===== src/design/vmx_pkg.sv =====
package vmx_pkg;

    localparam int WORD_BITS = 32;
    localparam int CNT_W     = $clog2(WORD_BITS);

    localparam logic [3:0] FLG_NONE    = 4'b0000;
    localparam logic [3:0] FLG_ZERO    = 4'b0001;
    localparam logic [3:0] FLG_EQUAL   = 4'b0010;
    localparam logic [3:0] FLG_GREATER = 4'b0100;
    localparam logic [3:0] FLG_LESS    = 4'b1000;

    typedef enum logic [4:0] {
        OP_NOP   = 5'd0,
        OP_HALT  = 5'd1,
        OP_INT   = 5'd2,
        OP_MOV   = 5'd3,
        OP_JMP   = 5'd4,
        OP_INC   = 5'd5,
        OP_DEC   = 5'd6,
        OP_ADD   = 5'd7,
        OP_SUB   = 5'd8,
        OP_MUL   = 5'd9,
        OP_DIV   = 5'd10,
        OP_SHOW  = 5'd11,
        OP_CMP   = 5'd12,
        OP_SCMP  = 5'd13,
        OP_TEST  = 5'd14,
        OP_STEST = 5'd15,
        OP_JZ    = 5'd16,
        OP_JNZ   = 5'd17,
        OP_JEQ   = 5'd18,
        OP_JNEQ  = 5'd19,
        OP_JGT   = 5'd20,
        OP_JNGT  = 5'd21,
        OP_JLT   = 5'd22,
        OP_JNLT  = 5'd23,
        OP_AND   = 5'd24,
        OP_OR    = 5'd25,
        OP_XOR   = 5'd26,
        OP_NOT   = 5'd27
    } t_op;

    typedef struct packed {
        logic load;
        logic finish;
        logic div_start;
        logic div_step;
    } t_dp_cmd;

    typedef struct packed {
        logic div_go;
        logic div_last;
    } t_dp_status;

endpackage


===== src/design/vmx_ctrl.sv =====
module vmx_ctrl (
    input  logic                i_clk,
    input  logic                i_rst_n,
    input  logic                i_valid,
    input  logic                i_stall,
    input  vmx_pkg::t_dp_status i_status,
    output vmx_pkg::t_dp_cmd    o_cmd,
    output logic                o_in_stall,
    output logic                o_out_valid
);

    typedef enum logic [2:0] {
        ST_IDLE,
        ST_EXEC,
        ST_DIV,
        ST_DFIN,
        ST_OUT
    } t_state;

    t_state r_state;
    t_state n_state;

    always_comb begin
        n_state = r_state;
        unique case (r_state)
            ST_IDLE: begin
                if (i_valid) begin
                    n_state = ST_EXEC;
                end
            end
            ST_EXEC: begin
                n_state = i_status.div_go ? ST_DIV : ST_OUT;
            end
            ST_DIV: begin
                if (i_status.div_last) begin
                    n_state = ST_DFIN;
                end
            end
            ST_DFIN: begin
                n_state = ST_OUT;
            end
            ST_OUT: begin
                if (!i_stall) begin
                    n_state = ST_IDLE;
                end
            end
            default: begin
                n_state = ST_IDLE;
            end
        endcase
    end

    always_ff @(posedge i_clk) begin
        if (!i_rst_n) begin
            r_state <= ST_IDLE;
        end else begin
            r_state <= n_state;
        end
    end

    assign o_cmd.load      = (r_state == ST_IDLE) && i_valid;
    assign o_cmd.finish    = ((r_state == ST_EXEC) && !i_status.div_go) || (r_state == ST_DFIN);
    assign o_cmd.div_start = (r_state == ST_EXEC) && i_status.div_go;
    assign o_cmd.div_step  = (r_state == ST_DIV);
    assign o_in_stall      = (r_state != ST_IDLE);
    assign o_out_valid     = (r_state == ST_OUT);

endmodule


===== src/design/vmx_dp.sv =====
module vmx_dp (
    input  logic                                i_clk,
    input  logic                                i_rst_n,
    input  vmx_pkg::t_dp_cmd                    i_cmd,
    input  logic [4:0]                          i_command,
    input  logic [vmx_pkg::WORD_BITS-1:0]       i_value_a,
    input  logic [vmx_pkg::WORD_BITS-1:0]       i_value_b,
    output vmx_pkg::t_dp_status                 o_status,
    output logic                                o_write_dest,
    output logic [vmx_pkg::WORD_BITS-1:0]       o_result_value,
    output logic                                o_write_remainder,
    output logic [vmx_pkg::WORD_BITS-1:0]       o_remainder_value,
    output logic                                o_jump_taken,
    output logic [vmx_pkg::WORD_BITS-1:0]       o_jump_target,
    output logic                                o_divide_error,
    output logic [3:0]                          o_flags_now
);

    localparam int W = vmx_pkg::WORD_BITS;

    vmx_pkg::t_op                r_cmd;
    logic [W-1:0]                r_a;
    logic [W-1:0]                r_b;
    logic [3:0]                  r_flags;
    logic [W-1:0]                r_quot;
    logic [W-1:0]                r_rem;
    logic [vmx_pkg::CNT_W-1:0]   r_cnt;

    logic                        r_wd;
    logic [W-1:0]                r_res;
    logic                        r_wr;
    logic [W-1:0]                r_remv;
    logic                        r_jt;
    logic [W-1:0]                r_tgt;
    logic                        r_derr;

    logic                        n_wd;
    logic [W-1:0]                n_res;
    logic                        n_wr;
    logic [W-1:0]                n_remv;
    logic                        n_jt;
    logic [W-1:0]                n_tgt;
    logic                        n_derr;
    logic [3:0]                  n_flags;

    logic [W-1:0]                w_prod;
    logic [W:0]                  w_shift;
    logic [W:0]                  w_diff;
    logic                        w_qbit;
    logic                        w_is_jump;
    logic                        w_cond;

    assign w_prod  = r_a * r_b;
    assign w_shift = {r_rem, r_quot[W-1]};
    assign w_diff  = w_shift - {1'b0, r_b};
    assign w_qbit  = !w_diff[W];

    assign o_status.div_go   = (r_cmd == vmx_pkg::OP_DIV) && (r_b != '0);
    assign o_status.div_last = (r_cnt == vmx_pkg::CNT_W'(W - 1));

    always_comb begin
        n_wd      = 1'b0;
        n_res     = '0;
        n_wr      = 1'b0;
        n_remv    = '0;
        n_derr    = 1'b0;
        n_flags   = r_flags;
        w_is_jump = 1'b0;
        w_cond    = 1'b0;
        unique case (r_cmd)
            vmx_pkg::OP_MOV: begin n_wd = 1'b1; n_res = r_b; end
            vmx_pkg::OP_JMP: begin w_is_jump = 1'b1; w_cond = 1'b1; end
            vmx_pkg::OP_INC: begin n_wd = 1'b1; n_res = r_a + W'(1); end
            vmx_pkg::OP_DEC: begin n_wd = 1'b1; n_res = r_a - W'(1); end
            vmx_pkg::OP_ADD: begin n_wd = 1'b1; n_res = r_a + r_b; end
            vmx_pkg::OP_SUB: begin n_wd = 1'b1; n_res = r_a - r_b; end
            vmx_pkg::OP_MUL: begin n_wd = 1'b1; n_res = w_prod; end
            vmx_pkg::OP_DIV: begin
                if (r_b == '0) begin
                    n_derr = 1'b1;
                end else begin
                    n_wd   = 1'b1;
                    n_res  = r_quot;
                    n_wr   = 1'b1;
                    n_remv = r_rem;
                end
            end
            vmx_pkg::OP_CMP: begin
                if (r_a == r_b) begin
                    n_flags = vmx_pkg::FLG_EQUAL;
                end else if (r_a > r_b) begin
                    n_flags = vmx_pkg::FLG_GREATER;
                end else begin
                    n_flags = vmx_pkg::FLG_LESS;
                end
            end
            vmx_pkg::OP_SCMP: begin
                if (r_a == r_b) begin
                    n_flags = vmx_pkg::FLG_EQUAL;
                end else if ($signed(r_a) > $signed(r_b)) begin
                    n_flags = vmx_pkg::FLG_GREATER;
                end else begin
                    n_flags = vmx_pkg::FLG_LESS;
                end
            end
            vmx_pkg::OP_TEST: begin
                n_flags = (r_a == '0) ? vmx_pkg::FLG_ZERO : vmx_pkg::FLG_GREATER;
            end
            vmx_pkg::OP_STEST: begin
                if (r_a == '0) begin
                    n_flags = vmx_pkg::FLG_ZERO;
                end else if (r_a[W-1]) begin
                    n_flags = vmx_pkg::FLG_LESS;
                end else begin
                    n_flags = vmx_pkg::FLG_GREATER;
                end
            end
            vmx_pkg::OP_JZ:   begin w_is_jump = 1'b1; w_cond = r_flags[0]; end
            vmx_pkg::OP_JNZ:  begin w_is_jump = 1'b1; w_cond = !r_flags[0]; end
            vmx_pkg::OP_JEQ:  begin w_is_jump = 1'b1; w_cond = r_flags[1]; end
            vmx_pkg::OP_JNEQ: begin w_is_jump = 1'b1; w_cond = !r_flags[1]; end
            vmx_pkg::OP_JGT:  begin w_is_jump = 1'b1; w_cond = r_flags[2]; end
            vmx_pkg::OP_JNGT: begin w_is_jump = 1'b1; w_cond = !r_flags[2]; end
            vmx_pkg::OP_JLT:  begin w_is_jump = 1'b1; w_cond = r_flags[3]; end
            vmx_pkg::OP_JNLT: begin w_is_jump = 1'b1; w_cond = !r_flags[3]; end
            vmx_pkg::OP_AND:  begin n_wd = 1'b1; n_res = r_a & r_b; end
            vmx_pkg::OP_OR:   begin n_wd = 1'b1; n_res = r_a | r_b; end
            vmx_pkg::OP_XOR:  begin n_wd = 1'b1; n_res = r_a ^ r_b; end
            vmx_pkg::OP_NOT:  begin n_wd = 1'b1; n_res = ~r_a; end
            default: begin
            end
        endcase
        n_jt  = w_is_jump && w_cond;
        n_tgt = w_is_jump ? r_a : '0;
    end

    always_ff @(posedge i_clk) begin
        if (!i_rst_n) begin
            r_flags <= vmx_pkg::FLG_NONE;
        end else if (i_cmd.finish) begin
            r_flags <= n_flags;
        end
    end

    always_ff @(posedge i_clk) begin
        if (i_cmd.load) begin
            r_cmd <= vmx_pkg::t_op'(i_command);
            r_a   <= i_value_a;
            r_b   <= i_value_b;
        end
        if (i_cmd.div_start) begin
            r_quot <= r_a;
            r_rem  <= '0;
            r_cnt  <= '0;
        end else if (i_cmd.div_step) begin
            r_quot <= {r_quot[W-2:0], w_qbit};
            r_rem  <= w_qbit ? w_diff[W-1:0] : w_shift[W-1:0];
            r_cnt  <= r_cnt + vmx_pkg::CNT_W'(1);
        end
        if (i_cmd.finish) begin
            r_wd   <= n_wd;
            r_res  <= n_res;
            r_wr   <= n_wr;
            r_remv <= n_remv;
            r_jt   <= n_jt;
            r_tgt  <= n_tgt;
            r_derr <= n_derr;
        end
    end

    assign o_write_dest      = r_wd;
    assign o_result_value    = r_res;
    assign o_write_remainder = r_wr;
    assign o_remainder_value = r_remv;
    assign o_jump_taken      = r_jt;
    assign o_jump_target     = r_tgt;
    assign o_divide_error    = r_derr;
    assign o_flags_now       = r_flags;

endmodule


===== src/design/vm_execute_unit_with_flags_unit.sv =====
// Channel   Direction  Handshake            Payload
// request   in         i_valid / o_stall    i_command, i_value_a, i_value_b
// result    out        o_valid / i_stall    write, jump, error and flag fields
//
// One request is in flight at a time; o_stall is high from acceptance until the
// result is taken. A result is registered in EXEC, shown in OUT; DIV with a nonzero
// divisor also passes DIV and DFIN; the restoring divider retires one quotient
// bit per cycle. Synchronous active-low reset clears the flags and the controller.
// A stalled result holds its fields until it is taken.
module vm_execute_unit_with_flags_unit (
    input  logic                          i_clk,
    input  logic                          i_rst_n,
    input  logic                          i_valid,
    output logic                          o_stall,
    input  logic [4:0]                    i_command,
    input  logic [vmx_pkg::WORD_BITS-1:0] i_value_a,
    input  logic [vmx_pkg::WORD_BITS-1:0] i_value_b,
    output logic                          o_valid,
    input  logic                          i_stall,
    output logic                          o_write_dest,
    output logic [vmx_pkg::WORD_BITS-1:0] o_result_value,
    output logic                          o_write_remainder,
    output logic [vmx_pkg::WORD_BITS-1:0] o_remainder_value,
    output logic                          o_jump_taken,
    output logic [vmx_pkg::WORD_BITS-1:0] o_jump_target,
    output logic                          o_divide_error,
    output logic [3:0]                    o_flags_now
);

    vmx_pkg::t_dp_cmd    w_cmd;
    vmx_pkg::t_dp_status w_status;

    vmx_ctrl u_ctrl (
        .i_clk       (i_clk),
        .i_rst_n     (i_rst_n),
        .i_valid     (i_valid),
        .i_stall     (i_stall),
        .i_status    (w_status),
        .o_cmd       (w_cmd),
        .o_in_stall  (o_stall),
        .o_out_valid (o_valid)
    );

    vmx_dp u_dp (
        .i_clk             (i_clk),
        .i_rst_n           (i_rst_n),
        .i_cmd             (w_cmd),
        .i_command         (i_command),
        .i_value_a         (i_value_a),
        .i_value_b         (i_value_b),
        .o_status          (w_status),
        .o_write_dest      (o_write_dest),
        .o_result_value    (o_result_value),
        .o_write_remainder (o_write_remainder),
        .o_remainder_value (o_remainder_value),
        .o_jump_taken      (o_jump_taken),
        .o_jump_target     (o_jump_target),
        .o_divide_error    (o_divide_error),
        .o_flags_now       (o_flags_now)
    );

`ifndef NO_ASSERTIONS
    a_busy_while_result: assert property (@(posedge i_clk) disable iff (!i_rst_n)
        o_valid |-> o_stall)
        else $error("request accepted while a result is pending");

    a_rem_with_dest: assert property (@(posedge i_clk) disable iff (!i_rst_n)
        o_valid && o_write_remainder |-> o_write_dest && !o_divide_error)
        else $error("remainder write without quotient write");

    a_error_no_write: assert property (@(posedge i_clk) disable iff (!i_rst_n)
        o_valid && o_divide_error |-> !o_write_dest && !o_jump_taken)
        else $error("divide error together with a write or jump");

    a_flags_single: assert property (@(posedge i_clk) disable iff (!i_rst_n)
        $onehot0(o_flags_now))
        else $error("more than one flag set");
`endif

endmodule

===== config.mk =====
export PLATFORM = sky130hd
export DESIGN_NAME = vm_execute_unit_with_flags_unit
export DESIGN_NICKNAME = d
export VERILOG_FILES = /design/src/design/vmx_pkg.sv /design/src/design/vmx_ctrl.sv /design/src/design/vmx_dp.sv /design/src/design/vm_execute_unit_with_flags_unit.sv
export SDC_FILE = /design/constraint.sdc
export NUM_CORES = 2
export LEC_CHECK = 0
export ABC_CLOCK_PERIOD_IN_PS = 12600
export BUFFER_PORTS_ARGS = -buffer_cell sky130_fd_sc_hd__buf_2
export CORE_ASPECT_RATIO = 0.5
export CORE_MARGIN = 1
export CORE_UTILIZATION = 49
export CTS_CLUSTER_DIAMETER = 150
export DETAILED_ROUTE_END_ITERATION = 6
export PLACE_DENSITY = 0.62
export SLEW_MARGIN = 20
export SYNTH_ARGS = -nofsm -noshare
export SYNTH_HDL_FRONTEND = slang
export SYNTH_SLANG_ARGS = --single-unit

===== constraint.sdc =====
create_clock -name i_clk -period 12.6 [get_ports i_clk]
set_clock_uncertainty 0.05 [all_clocks]
set_input_delay 0.63 -clock i_clk [delete_from_list [all_inputs] [get_ports i_clk]]
set_output_delay 0.63 -clock i_clk [all_outputs]
set_load 0.1 [all_outputs]

==> flow_metrics.env <==
export IMPL_fin_crit_sh_pct=68.3
export IMPL_worst_slew_pin_slew_ns=1.21
export IMPL_yosys_area_share_adder_pct=37.4
export IMPL_post_route_util_pct=54.2
export IMPL_end_kind="flip-flop"
export IMPL_gp_congestion=1.03
export IMPL_pin_count=179
export IMPL_synthFlopType="edfxtp_1"
export IMPL_avgSynthCellArea_um2=9.28
export IMPL_crit_arrival_ns=8.87
export IMPL_start_util_pct=49.8
export IMPL_cts_root_buf="clkbuf_16"
export IMPL_worst_path_largest_cell_delay_ns=0.63
export IMPL_clk_pin_slew_worst_paths_ns=0.07
export IMPL_synth_yosys_warnings=0
export IMPL_rows=65
export IMPL_antenna_found_initial=3
export IMPL_fmax_mhz=116
export IMPL_antenna_left=0
export IMPL_rsz0062_at_grt="no"
export IMPL_slew_headroom_pct=18.9
export IMPL_vias=26900
export IMPL_synth_xor_area_share_pct=4.43
export IMPL_dieArea_um2=65400
export IMPL_die_width_um=361
export IMPL_slew_violations=0
export IMPL_crit_top_cell="fa_1"
export IMPL_ys_seq_area_share_pct=22.0
export IMPL_cts_tree="yes"
export IMPL_drv_cap=0
export IMPL_violations="DRC"
export IMPL_area_delta_synth_final_pct=8.96
export IMPL_rrSetupSlack_ns=4.00
export IMPL_top_layer="met5"
export IMPL_clk_latency_ns=0.63
export IMPL_crit_reg2reg_launch="u_dp.r_b[5]"
export IMPL_fin_tns_setup_ns=0
export IMPL_r2r_end="u_dp.o_result_value[31]"
export IMPL_diodes=0
export IMPL_grt_max_degree=70
export IMPL_startpoint_type="flip-flop"
export IMPL_clock_path_buffers=3
export IMPL_portBuffers=178
export IMPL_drt_iter0_markers=3356
export IMPL_hp_start="i_value_a[12]"
export IMPL_hpwlAfterDp_um=90300
export IMPL_cts_buffers=26
export IMPL_grt_usage_pct=37.1
export IMPL_dr_pass1_iters=7
export IMPL_dieHeight_um=181
export IMPL_cts_resized=0
export IMPL_wl_um=121000
export IMPL_numClockSinks=245
export IMPL_synth_area_um2=31500
export IMPL_synthArstFlopShare_pct=0
export IMPL_hold_viol_final=0
export IMPL_ff2ff_path_depth=24
export IMPL_core_area_um2=63300
export IMPL_hold_buffers=0
export IMPL_cp_cell_sequence="inv_1 > buf_4 > nor2_1 > fa_1 > fa_1 > fa_1 > inv_1 > fa_1 > inv_1 > fa_1 > fa_1 > fa_1 > fa_1 > ha_1 > and3_1 > nand2_1 > nor3_1 > o311ai_1 > a31o_2 > nor2_1 > nor4b_1 > nor3_1 > xnor2_1 > o221ai_1"
export IMPL_grt_ovfl_total=0
export IMPL_synth_simple_area_share_pct=14.3
export IMPL_min_period_ns=8.60
export IMPL_drive_above_1_share_pct=10.1
export IMPL_hold_end="u_dp.r_a[12]"
export IMPL_met1_length_um=51000
export IMPL_nNetsFinal=4271
export IMPL_hp_class="input port to flip-flop"
export IMPL_grt_pass1_vias=26700
export IMPL_ctsHtreeMaxLevel=1
export IMPL_via_per_inst=6.17
export IMPL_setup_viol=0
export IMPL_drc_errors=3
export IMPL_cpMaxStageDelayCell="edfxtp_1"
export IMPL_synth_cell_types=87
export IMPL_synth_top_family_by_area="adder cells"
export IMPL_cts_setup_buffers=0
export IMPL_synth_seq_cells=245
export IMPL_wl_per_cell_um=27.7
export IMPL_worst_path_max_fanout=14
export IMPL_grt_first_pass_wirelength_um=177000
export IMPL_dr_wl_met3_um=17300
export IMPL_synth_compound_area_share_pct=11.4
export IMPL_dr_wl_met2_um=48600
export IMPL_synth_area_mux_share_pct=2.56
export IMPL_min_path_cells=1
export IMPL_status="finished, violations left"
export IMPL_synthCells=3395
export IMPL_critical_path_class="flip-flop to flip-flop"
export IMPL_synth_nets=4163
export IMPL_synth_edf_count=201
export IMPL_cp_required_ns=12.87
## state kept, by name, indices dropped and copies added, names as in the netlist
name	count
u_dp.o_divide_error	1
u_dp.o_result_value	32
u_dp.r_a	32
u_dp.r_quot	32
u_dp.o_remainder_value	32
u_dp.o_write_remainder	1
u_dp.o_flags_now	4
u_dp.r_b	32
u_dp.o_jump_taken	1
u_dp.r_rem	32
u_dp.r_cnt	5
u_ctrl.r_state	3
u_dp.o_write_dest	1
u_dp.r_cmd	5
u_dp.o_jump_target	32
## how the worst max path moves through the flow
stage                start                       to  slack, ns  cells after the start
6_report       u_dp.r_b[5]  u_dp.o_result_value[31]       4.00                     24
5_1_grt        u_dp.r_b[4]  u_dp.o_result_value[31]       3.73                     26
4_1_cts        u_dp.r_a[5]  u_dp.o_result_value[31]       4.13                     28
3_5_place_dp   u_dp.r_b[5]  u_dp.o_result_value[31]       4.18                     24
3_3_place_gp   u_dp.r_a[5]  u_dp.o_result_value[31]       4.01                     26
2_1_floorplan  u_dp.r_b[5]      u_dp.o_flags_now[1]       2.53                     10
## placed cells by master (no fill, tap or decap), drive strengths merged, types with 114 or more instances in the layout
| cell | n |
|---|---|
| a21oi | 118 |
| nor2 | 413 |
| nand2 | 345 |
| fa | 411 |
| edfxtp | 201 |
| inv | 485 |
| ha | 284 |
| buf | 251 |
| o21ai | 114 |
| xnor2 | 116 |
## stage by stage
step,instance area (µm²),worst slack [ns],hold slack (ns),std cells
floorplan,31500,2.53,0.391,3395
global placement,33400,4.01,0.396,4312
detailed placement,33400,4.18,0.422,4312
CTS,34300,4.13,0.113,4360
global route,34300,3.73,0.119,4360
finish,34300,4.00,0.124,4360
## cell usage after synthesis (27+ instances only)
cell      number  area [µm²]
a211oi_1      51         383
a21oi_1      117         586
a221oi_1      39         342
and2_1        41         257
buf_1         28         105
clkbuf_1     138         518
dfxtp_1       44         881
edfxtp_1     201        6040
fa_1         411        8230
ha_1         284        3550
inv_1        479        1800
mux2_2        28         315
mux2i_1       40         400
nand2_1      345        1290
nand2b_1      27         169
nand3_1       27         135
nor2_1       413        1550
nor3_1        60         300
o21ai_0       82         410
o21ai_1       32         160
xnor2_1      115        1010
xor2_1        41         359
## cells by family after synthesis
group                      after synthesis
AOI/OAI and AO/OA                      529
xor gates and xnor gates               157
DFF                                    245
and+or+nand+nor                       1029
adders and majority gates              696
muxes                                   75
buffers and inverters                  664
## metal layers
metal	up-vias	GRT usage, %
met2	1762	52.9
li1	11400	-
met3	241	13.0
met5	-	0
met1	13500	53.3
met4	2	9.80
## worst max-delay path, delay by kind of cell (launching register included)
family | cells | cell delay, ns
fa+ha+maj | 9 | 4.42
simple gates | 7 | 1.16
buf+inv | 4 | 1.05
compound gates | 3 | 0.81
flops | 1 | 0.63
xor+xnor | 1 | 0.17
## final cells by class
class	count	area [µm²]
Clock buffer	26	651
Clock inverter	22	309
Fill cell	5793	29000
Inverter	493	1850
Multi-Input combinational cell	2486	22100
Sequential cell	245	6920
Tap cell	837	1050
Timing Repair Buffer	251	1440
Power is not shown: default switching activity piles up to over one toggle a cycle in this logic, so the estimate is an artifact.
